<file path="src/rtl/fpba_pkg.sv">
package fpba_pkg;

  localparam int MAX_BLOCKS = 16;
  localparam int SIZE_BITS  = 16;
  localparam int IDX_W      = $clog2(MAX_BLOCKS);
  localparam int CNT_W      = $clog2(MAX_BLOCKS + 1);
  localparam int POLICY_W   = 2;
  localparam int COUNT_W    = 5;
  localparam int CFG_W      = 5;
  localparam int CFG_IDX_W  = 1;

  // register indexes
  localparam logic [CFG_IDX_W-1:0] REG_POLICY = 1'b0;
  localparam logic [CFG_IDX_W-1:0] REG_COUNT  = 1'b1;

  // operations
  localparam logic OP_LOAD  = 1'b0;
  localparam logic OP_ALLOC = 1'b1;

  // fit rules; the unused code behaves as first fit
  localparam logic [POLICY_W-1:0] POL_FIRST = 2'd0;
  localparam logic [POLICY_W-1:0] POL_BEST  = 2'd1;
  localparam logic [POLICY_W-1:0] POL_WORST = 2'd2;

  typedef enum logic [1:0] {
    S_IDLE,
    S_SCAN,
    S_COMMIT
  } fpba_state_t;

  typedef struct packed {
    logic load;
    logic init;
    logic scan;
    logic commit;
  } fpba_cmd_t;

  typedef struct packed {
    logic scan_done;
  } fpba_sts_t;

endpackage

</file>
<file path="src/rtl/fpba_ram.sv">
module fpba_ram #(
  parameter int WIDTH = 16,
  parameter int DEPTH = 16
) (
  input  logic                     clk,
  input  logic                     we,
  input  logic [$clog2(DEPTH)-1:0] waddr,
  input  logic [WIDTH-1:0]         wdata,
  input  logic [$clog2(DEPTH)-1:0] raddr,
  output logic [WIDTH-1:0]         rdata
);

  logic [WIDTH-1:0] mem [DEPTH];
  logic [WIDTH-1:0] rdata_r;

  always_ff @(posedge clk) begin
    if (we) begin
      mem[waddr] <= wdata;
    end
    rdata_r <= mem[raddr];
  end

  assign rdata = rdata_r;

endmodule

</file>
<file path="src/rtl/fpba_ctrl.sv">
module fpba_ctrl (
  input  logic               clk,
  input  logic               rst_n,
  input  logic               start,
  input  logic               in_operation,
  input  fpba_pkg::fpba_sts_t sts,
  output fpba_pkg::fpba_cmd_t cmd,
  output logic               busy
);

  fpba_pkg::fpba_state_t state_r, state_nxt;

  always_ff @(posedge clk) begin
    if (!rst_n) begin
      state_r <= fpba_pkg::S_IDLE;
    end else begin
      state_r <= state_nxt;
    end
  end

  always_comb begin
    state_nxt = state_r;
    case (state_r)
      fpba_pkg::S_IDLE: begin
        if (start && in_operation == fpba_pkg::OP_ALLOC) begin
          state_nxt = fpba_pkg::S_SCAN;
        end
      end
      fpba_pkg::S_SCAN: begin
        if (sts.scan_done) begin
          state_nxt = fpba_pkg::S_COMMIT;
        end
      end
      fpba_pkg::S_COMMIT: state_nxt = fpba_pkg::S_IDLE;
      default:            state_nxt = fpba_pkg::S_IDLE;
    endcase
  end

  always_comb begin
    cmd  = '0;
    busy = 1'b1;
    case (state_r)
      fpba_pkg::S_IDLE: begin
        busy     = 1'b0;
        cmd.load = start && in_operation == fpba_pkg::OP_LOAD;
        cmd.init = start && in_operation == fpba_pkg::OP_ALLOC;
      end
      fpba_pkg::S_SCAN:   cmd.scan   = 1'b1;
      fpba_pkg::S_COMMIT: cmd.commit = 1'b1;
      default:            busy       = 1'b1;
    endcase
  end

endmodule

</file>
<file path="src/rtl/fpba_dp.sv">
module fpba_dp (
  input  logic                                  clk,
  input  logic                                  rst_n,
  input  fpba_pkg::fpba_cmd_t                   cmd,
  output fpba_pkg::fpba_sts_t                   sts,
  input  logic [fpba_pkg::IDX_W-1:0]            in_load_index,
  input  logic [fpba_pkg::SIZE_BITS-1:0]        in_size_value,
  input  logic                                  cfg_we,
  input  logic [fpba_pkg::CFG_IDX_W-1:0]        cfg_index,
  input  logic [fpba_pkg::CFG_W-1:0]            cfg_wdata,
  output logic                                  out_strobe,
  output logic                                  out_granted,
  output logic [fpba_pkg::IDX_W-1:0]            out_chosen_block,
  output logic [fpba_pkg::SIZE_BITS-1:0]        out_space_left
);

  // configuration
  logic [fpba_pkg::POLICY_W-1:0] policy_r;
  logic [fpba_pkg::COUNT_W-1:0]  count_r;

  always_ff @(posedge clk) begin
    if (!rst_n) begin
      policy_r <= fpba_pkg::POL_FIRST;
      count_r  <= fpba_pkg::COUNT_W'(fpba_pkg::MAX_BLOCKS);
    end else if (cfg_we) begin
      case (cfg_index)
        fpba_pkg::REG_POLICY: policy_r <= cfg_wdata[fpba_pkg::POLICY_W-1:0];
        fpba_pkg::REG_COUNT:  count_r  <= cfg_wdata[fpba_pkg::COUNT_W-1:0];
        default: ;
      endcase
    end
  end

  logic [fpba_pkg::CNT_W-1:0] limit;
  logic                       mode_best, mode_worst, mode_first;

  assign limit = (32'(count_r) > fpba_pkg::MAX_BLOCKS) ?
                 fpba_pkg::CNT_W'(fpba_pkg::MAX_BLOCKS) : fpba_pkg::CNT_W'(count_r);
  assign mode_best  = policy_r == fpba_pkg::POL_BEST;
  assign mode_worst = policy_r == fpba_pkg::POL_WORST;
  assign mode_first = !mode_best && !mode_worst;

  // scan state: issue counter runs one entry ahead of the compare stage
  logic [fpba_pkg::CNT_W-1:0]     iss_r, iss_nxt;
  logic                           cmp_vld_r, cmp_vld_nxt;
  logic [fpba_pkg::IDX_W-1:0]     cmp_idx_r, cmp_idx_nxt;
  logic [fpba_pkg::SIZE_BITS-1:0] req_r, req_nxt;
  logic                           pick_vld_r, pick_vld_nxt;
  logic [fpba_pkg::IDX_W-1:0]     pick_idx_r, pick_idx_nxt;
  logic [fpba_pkg::SIZE_BITS-1:0] pick_size_r, pick_size_nxt;

  logic [fpba_pkg::SIZE_BITS-1:0] rd_data;
  logic                           fits, better, take;

  assign fits   = rd_data >= req_r;
  assign better = (mode_best && rd_data < pick_size_r) ||
                  (mode_worst && rd_data > pick_size_r);
  assign take   = cmd.scan && cmp_vld_r && fits && (!pick_vld_r || better);

  always_comb begin
    iss_nxt       = iss_r;
    cmp_vld_nxt   = 1'b0;
    cmp_idx_nxt   = cmp_idx_r;
    req_nxt       = req_r;
    pick_vld_nxt  = pick_vld_r;
    pick_idx_nxt  = pick_idx_r;
    pick_size_nxt = pick_size_r;
    if (cmd.init) begin
      iss_nxt      = '0;
      req_nxt      = in_size_value;
      pick_vld_nxt = 1'b0;
    end else if (cmd.scan) begin
      if (iss_r < limit) begin
        iss_nxt     = iss_r + 1'b1;
        cmp_vld_nxt = 1'b1;
        cmp_idx_nxt = iss_r[fpba_pkg::IDX_W-1:0];
      end
      if (take) begin
        pick_vld_nxt  = 1'b1;
        pick_idx_nxt  = cmp_idx_r;
        pick_size_nxt = rd_data;
      end
    end
  end

  always_ff @(posedge clk) begin
    if (!rst_n) begin
      iss_r      <= '0;
      cmp_vld_r  <= 1'b0;
      pick_vld_r <= 1'b0;
    end else begin
      iss_r      <= iss_nxt;
      cmp_vld_r  <= cmp_vld_nxt;
      pick_vld_r <= pick_vld_nxt;
    end
  end

  always_ff @(posedge clk) begin
    cmp_idx_r   <= cmp_idx_nxt;
    req_r       <= req_nxt;
    pick_idx_r  <= pick_idx_nxt;
    pick_size_r <= pick_size_nxt;
  end

  // first fit stops as soon as a block is held
  assign sts.scan_done = (iss_r == limit && !cmp_vld_r) || (mode_first && pick_vld_r);

  // free size table
  logic [fpba_pkg::SIZE_BITS-1:0] left;
  logic                           ram_we;
  logic [fpba_pkg::IDX_W-1:0]     ram_waddr;
  logic [fpba_pkg::SIZE_BITS-1:0] ram_wdata;

  assign left      = pick_size_r - req_r;
  assign ram_we    = (cmd.load && 32'(in_load_index) < fpba_pkg::MAX_BLOCKS) ||
                     (cmd.commit && pick_vld_r);
  assign ram_waddr = cmd.commit ? pick_idx_r : in_load_index;
  assign ram_wdata = cmd.commit ? left : in_size_value;

  fpba_ram #(
    .WIDTH(fpba_pkg::SIZE_BITS),
    .DEPTH(fpba_pkg::MAX_BLOCKS)
  ) u_ram (
    .clk  (clk),
    .we   (ram_we),
    .waddr(ram_waddr),
    .wdata(ram_wdata),
    .raddr(iss_r[fpba_pkg::IDX_W-1:0]),
    .rdata(rd_data)
  );

  // result word register
  logic                           strobe_r;
  logic                           granted_r;
  logic [fpba_pkg::IDX_W-1:0]     chosen_r;
  logic [fpba_pkg::SIZE_BITS-1:0] space_r;

  always_ff @(posedge clk) begin
    if (!rst_n) begin
      strobe_r <= 1'b0;
    end else begin
      strobe_r <= cmd.commit;
    end
  end

  always_ff @(posedge clk) begin
    if (cmd.commit) begin
      granted_r <= pick_vld_r;
      chosen_r  <= pick_vld_r ? pick_idx_r : '0;
      space_r   <= pick_vld_r ? left : '0;
    end
  end

  assign out_strobe       = strobe_r;
  assign out_granted      = granted_r;
  assign out_chosen_block = chosen_r;
  assign out_space_left   = space_r;

endmodule

</file>
<file path="src/rtl/fit_policy_block_allocator_core.sv">
// Load word: no result; busy stays low, so loads may follow back to back.
// Allocate word: busy while the table is scanned (count capped at 16) and the choice is written
// back; first fit ends the scan at its first hit. The result word is registered and appears as busy drops.
// The free size table is scanned serially, one entry per cycle through its read port.
// Synchronous active-low reset clears the controller, policy (first fit) and count (16);
// the table holds no defined value until loaded. Results cannot be stalled.
module fit_policy_block_allocator_core (
  input  logic                                  clk,
  input  logic                                  rst_n,
  input  logic                                  start,
  output logic                                  busy,
  input  logic                                  in_operation,
  input  logic [fpba_pkg::IDX_W-1:0]            in_load_index,
  input  logic [fpba_pkg::SIZE_BITS-1:0]        in_size_value,
  output logic                                  out_strobe,
  output logic                                  out_granted,
  output logic [fpba_pkg::IDX_W-1:0]            out_chosen_block,
  output logic [fpba_pkg::SIZE_BITS-1:0]        out_space_left,
  input  logic                                  cfg_we,
  input  logic [fpba_pkg::CFG_IDX_W-1:0]        cfg_index,
  input  logic [fpba_pkg::CFG_W-1:0]            cfg_wdata
);

  fpba_pkg::fpba_cmd_t cmd;
  fpba_pkg::fpba_sts_t sts;

  fpba_ctrl u_ctrl (
    .clk         (clk),
    .rst_n       (rst_n),
    .start       (start),
    .in_operation(in_operation),
    .sts         (sts),
    .cmd         (cmd),
    .busy        (busy)
  );

  fpba_dp u_dp (
    .clk             (clk),
    .rst_n           (rst_n),
    .cmd             (cmd),
    .sts             (sts),
    .in_load_index   (in_load_index),
    .in_size_value   (in_size_value),
    .cfg_we          (cfg_we),
    .cfg_index       (cfg_index),
    .cfg_wdata       (cfg_wdata),
    .out_strobe      (out_strobe),
    .out_granted     (out_granted),
    .out_chosen_block(out_chosen_block),
    .out_space_left  (out_space_left)
  );

endmodule

</file>
<file path="config.mk">
export PLATFORM = sky130hd
export DESIGN_NAME = fit_policy_block_allocator_core
export DESIGN_NICKNAME = d
export VERILOG_FILES = /design/src/rtl/fpba_pkg.sv /design/src/rtl/fpba_ram.sv /design/src/rtl/fpba_ctrl.sv /design/src/rtl/fpba_dp.sv /design/src/rtl/fit_policy_block_allocator_core.sv
export SDC_FILE = /design/constraint.sdc
export NUM_CORES = 1
export LEC_CHECK = 0
export BUFFER_PORTS_ARGS = -buffer_cell sky130_fd_sc_hd__buf_4
export CAP_MARGIN = 20
export CORE_MARGIN = 2
export CORE_UTILIZATION = 65
export CTS_CLUSTER_DIAMETER = 30
export DETAILED_ROUTE_END_ITERATION = 10
export PLACE_DENSITY = 0.83
export SLEW_MARGIN = 20
export SYNTH_ARGS = -nofsm -noshare
export SYNTH_HDL_FRONTEND = slang
export SYNTH_SLANG_ARGS = --single-unit
</file>
<file path="constraint.sdc">
create_clock -name clk -period 6.3 [get_ports clk]
set_input_delay 0.315 -clock clk [delete_from_list [all_inputs] [get_ports clk]]
set_output_delay 0.315 -clock clk [all_outputs]
set_load 0.01 [all_outputs]
</file>
==> results.sh <==
export IMPL_netlist_top_cells_area="edfxtp_1 (65%), mux4_2 (12%), ha_1 (4.7%)"
export IMPL_syn_area_per_cell_sq_um=17.2
export IMPL_arrival_ns=3.55
export IMPL_worst_slew_pin_slew_ns=1.02
export IMPL_routed_wl_mm=36.4
export IMPL_power_internal_uw=4760
export IMPL_reg2reg_depth=9
export IMPL_layout_min_cycle_time_ns=3.27
export IMPL_crit_top_cell="a211oi_1"
export IMPL_critPathKind="register to register"
export IMPL_reg2reg_from="u_dp.pick_size_r[0]"
export IMPL_crit_path_start="u_dp.pick_size_r[0]"
export IMPL_synthToLayoutAreaGrowth_pct=21.3
export IMPL_synth_edf_count=317
export IMPL_ys_top_cells_by_count="edfxtp_1 (317), mux4_2 (80), ha_1 (55)"
export IMPL_crit_path_end="u_dp.u_ram.mem[7][14]"
export IMPL_critPathLaunchType="register"
export IMPL_fin_nets=1067
export IMPL_synth_async_reset_ratio_pct=0
export IMPL_grt_max_degree=70
export IMPL_yosysMostFrequentCell="edfxtp_1"
export IMPL_crit_slowest_cell="a211oi_1"
export IMPL_cts_buffers=58
export IMPL_port_buffer_count=53
export IMPL_setup_violations=0
export IMPL_drv_cap=0
export IMPL_clock_path_buffers=3
export IMPL_die_w_um=154
export IMPL_place_congestion=0.845
export IMPL_grt_pass1_wl_mm=53.6
export IMPL_power_frac_comb_pct=4.4
export IMPL_reg2reg_to="u_dp.u_ram.mem[7][14]"
export IMPL_layout_cells_non_filler=1309
export IMPL_setup_tns_ns=0
export IMPL_clock_root_buffer="clkbuf_16"
export IMPL_globalRouteOverflowTotal=0
export IMPL_clock_latency_ns=0.59
export IMPL_hold_path_class="input port to register"
export IMPL_grt_pass1_vias=8859
export IMPL_pwr_density_cell_nw_per_um2=345
export IMPL_hpwl_mm=19.8
export IMPL_start_util_pct=66.6
export IMPL_ys_flop_type="edfxtp_1"
export IMPL_ys_ff_latch=350
export IMPL_critical_path_required_ns=6.57
export IMPL_drt_iter0_drc=932
export IMPL_drt_pass1_iterations=5
export IMPL_rsz0062_at_grt="no"
export IMPL_path_max_fanout=16
export IMPL_dp_cells=1182
export IMPL_synth_cell_types=44
export IMPL_clkTransAtPathRegs_ns=0.05
export IMPL_fin_skew_ns=0.0223
export IMPL_yosysSeqAreaShare_pct=69.8
export IMPL_post_cts_buffers=0
export IMPL_htreeDepth=2
export IMPL_switching_share_pct=22.0
export IMPL_power_frac_seq_pct=42.4
export IMPL_design_area_sq_um=17700
export IMPL_slowest_delay_ns=0.60
export IMPL_vias=8543
export IMPL_antenna_left=0
export IMPL_end_kind="register"
export IMPL_wl_per_cell_um=27.8
export IMPL_cts_sinks=350
export IMPL_synth_top_cell_area_share_pct=65.3
export IMPL_post_synth_top_area_cell="edfxtp_1"
export IMPL_drv_slew=0
export IMPL_n_antenna_cell=0
export IMPL_syn_area_sq_um=14600
export IMPL_hold_depth=3
export IMPL_ir_drop_v=0.000232
export IMPL_antenna_found_initial=0
export IMPL_dpl_cell_area_sq_um=15400
export IMPL_cts_tree="done"
export IMPL_drc=0
export IMPL_leakage_uw=0.00627
export IMPL_p_switching_uw=1340
export IMPL_placementRows=54
export IMPL_status="completed"
export IMPL_coreArea_sq_um=21900
export IMPL_die_y_um=154
export IMPL_via_per_inst=6.53
export IMPL_cp_cell_sequence="inv_1 -> ha_1 -> fa_1 -> nor2b_1 -> o31ai_1 -> a211oi_1 -> a211oi_1 -> xor2_1 -> o21ai_2"
export IMPL_period_share_pct=51.9
export IMPL_drive_gt1_share_pct=28.1
export IMPL_syn_nets=936
export IMPL_die_area_sq_um=23600
export IMPL_yosysWarnings=0
export IMPL_fmax_mhz=306
export IMPL_netlist_instances=849
export IMPL_grt_util_all_layers_pct=31.1
export IMPL_io_pins=54
export IMPL_finalHoldViolCount=0
export IMPL_slew_headroom_pct=31.7
export IMPL_p_clk_share_pct=53.2
export IMPL_reg2reg_slack_ns=3.03
-- cell families after synthesis --
| group | after synthesis | synth area share, % |
|---|---|---|
| compound gates | 98 | 4.16 |
| simple gates | 170 | 5.35 |
| flops | 350 | 69.8 |
| xor+xnor | 15 | 0.901 |
| fa+ha+maj | 56 | 4.86 |
| buf+inv | 77 | 2.37 |
| mux | 83 | 12.6 |
-- power groups by stage --
stage / registers (uW) / clock network (uW) / logic (uW)
6_report: 2590 / 3250 / 267
2_1_floorplan: 2620 / 0 / 169
3_3_place_gp: 2630 / 0 / 232
4_1_cts: 2590 / 3260 / 261
5_1_grt: 2590 / 3360 / 286
3_5_place_dp: 2630 / 0 / 243
-- flip-flops by register name (all words and copies together), names as in the netlist --
| signal | cells |
|---|---|
| u_dp.u_ram.mem | 256 |
| u_dp.out_space_left | 16 |
| u_dp.pick_size_r | 16 |
| u_dp.req_r | 16 |
| u_dp.u_ram.rdata | 16 |
| u_dp.count_r | 5 |
| u_dp.iss_r | 5 |
| u_dp.cmp_idx_r | 4 |
| u_dp.out_chosen_block | 4 |
| u_dp.pick_idx_r | 4 |
| u_ctrl.state_r | 2 |
| u_dp.policy_r | 2 |
| u_dp.cmp_vld_r | 1 |
| u_dp.out_granted | 1 |
| u_dp.out_strobe | 1 |
| u_dp.pick_vld_r | 1 |
-- layout make-up --
class,count,area [sq um]
clock buffer,63,1510
inverter,47,176
clock inverter,46,537
multi-input combinational,422,4130
fill,1046,4200
sequential,350,10200
tap,280,350
timing repair buffer,101,803
-- metal layers --
metal	GRT usage (%)	routed length, um	vias to the layer above
met1	40.5	13000	4224
met2	53.0	18500	613
li1	-	-	3604
met5	0	0	-
met4	12.1	1260	0
met3	5.30	3560	102
-- placed cells by master (no fill, tap or decap), types with 3 or more instances in the layout --
master and count:
buf_4 83, clkbuf_16 59, bufinv_16 8, mux4_2 80, nor3_1 9, clkinv_2 7, nor3b_1 8, clkinvlp_4 10
xnor2_1 5, o21ai_1 4, a31oi_1 6, nor2b_1 9, nand2_1 52, nand3_1 16, nor2_1 38, a21boi_0 9
xor2_1 10, o21ai_0 20, inv_6 5, clkinv_4 10, ha_1 55, nand4_1 7, dfxtp_1 31, dlygate4sd3_1 18
a21o_1 8, a21oi_1 27, and2_1 10, edfxtp_1 317, clkinv_1 3, a211oi_1 5, mux2i_1 3, inv_1 47
nor2_2 14
-- worst min path at each step --
stage	from	endpoint	slack (ns)
floorplan	u_dp.cmp_idx_r[0]	u_dp.pick_idx_r[0]	0.40
global placement	u_dp.cmp_idx_r[3]	u_dp.pick_idx_r[3]	0.40
detailed placement	u_dp.cmp_idx_r[0]	u_dp.pick_idx_r[0]	0.41
CTS	cfg_wdata[1]	u_dp.policy_r[1]	0.02
global route	cfg_wdata[1]	u_dp.policy_r[1]	0.03
finish	cfg_wdata[1]	u_dp.policy_r[1]	0.02
-- repair_timing --
action,in CTS,in global routing
endpoints found under the hold margin,17,0
hold buffers,18,0
resized for setup,0,0
-- per-stage QoR --
step / utilization [%] / hold slack (ns) / setup WS, ns / total power [uW]
after floorplan: - / 0.400 / 3.28 / 2790
after global placement: 70.5 / 0.401 / 3.05 / 2860
after detailed placement: 70.6 / 0.408 / 2.85 / 2880
after CTS: 80.8 / 0.0172 / 2.75 / 6110
after global routing: 80.8 / 0.0331 / 2.87 / 6240
final: 80.8 / 0.0184 / 3.03 / 6110
-- worst max-delay path: cells and delay by family, from the launching register on --
| family | cells | cell delay [ns] |
|---|---|---|
| xor+xnor | 1 | 0.20 |
| compound gates | 4 | 1.45 |
| simple gates | 1 | 0.16 |
| buf+inv | 1 | 0.06 |
| fa+ha+maj | 2 | 0.71 |
| flops | 1 | 0.37 |
Note: power is estimated with default switching activity, not from simulation.
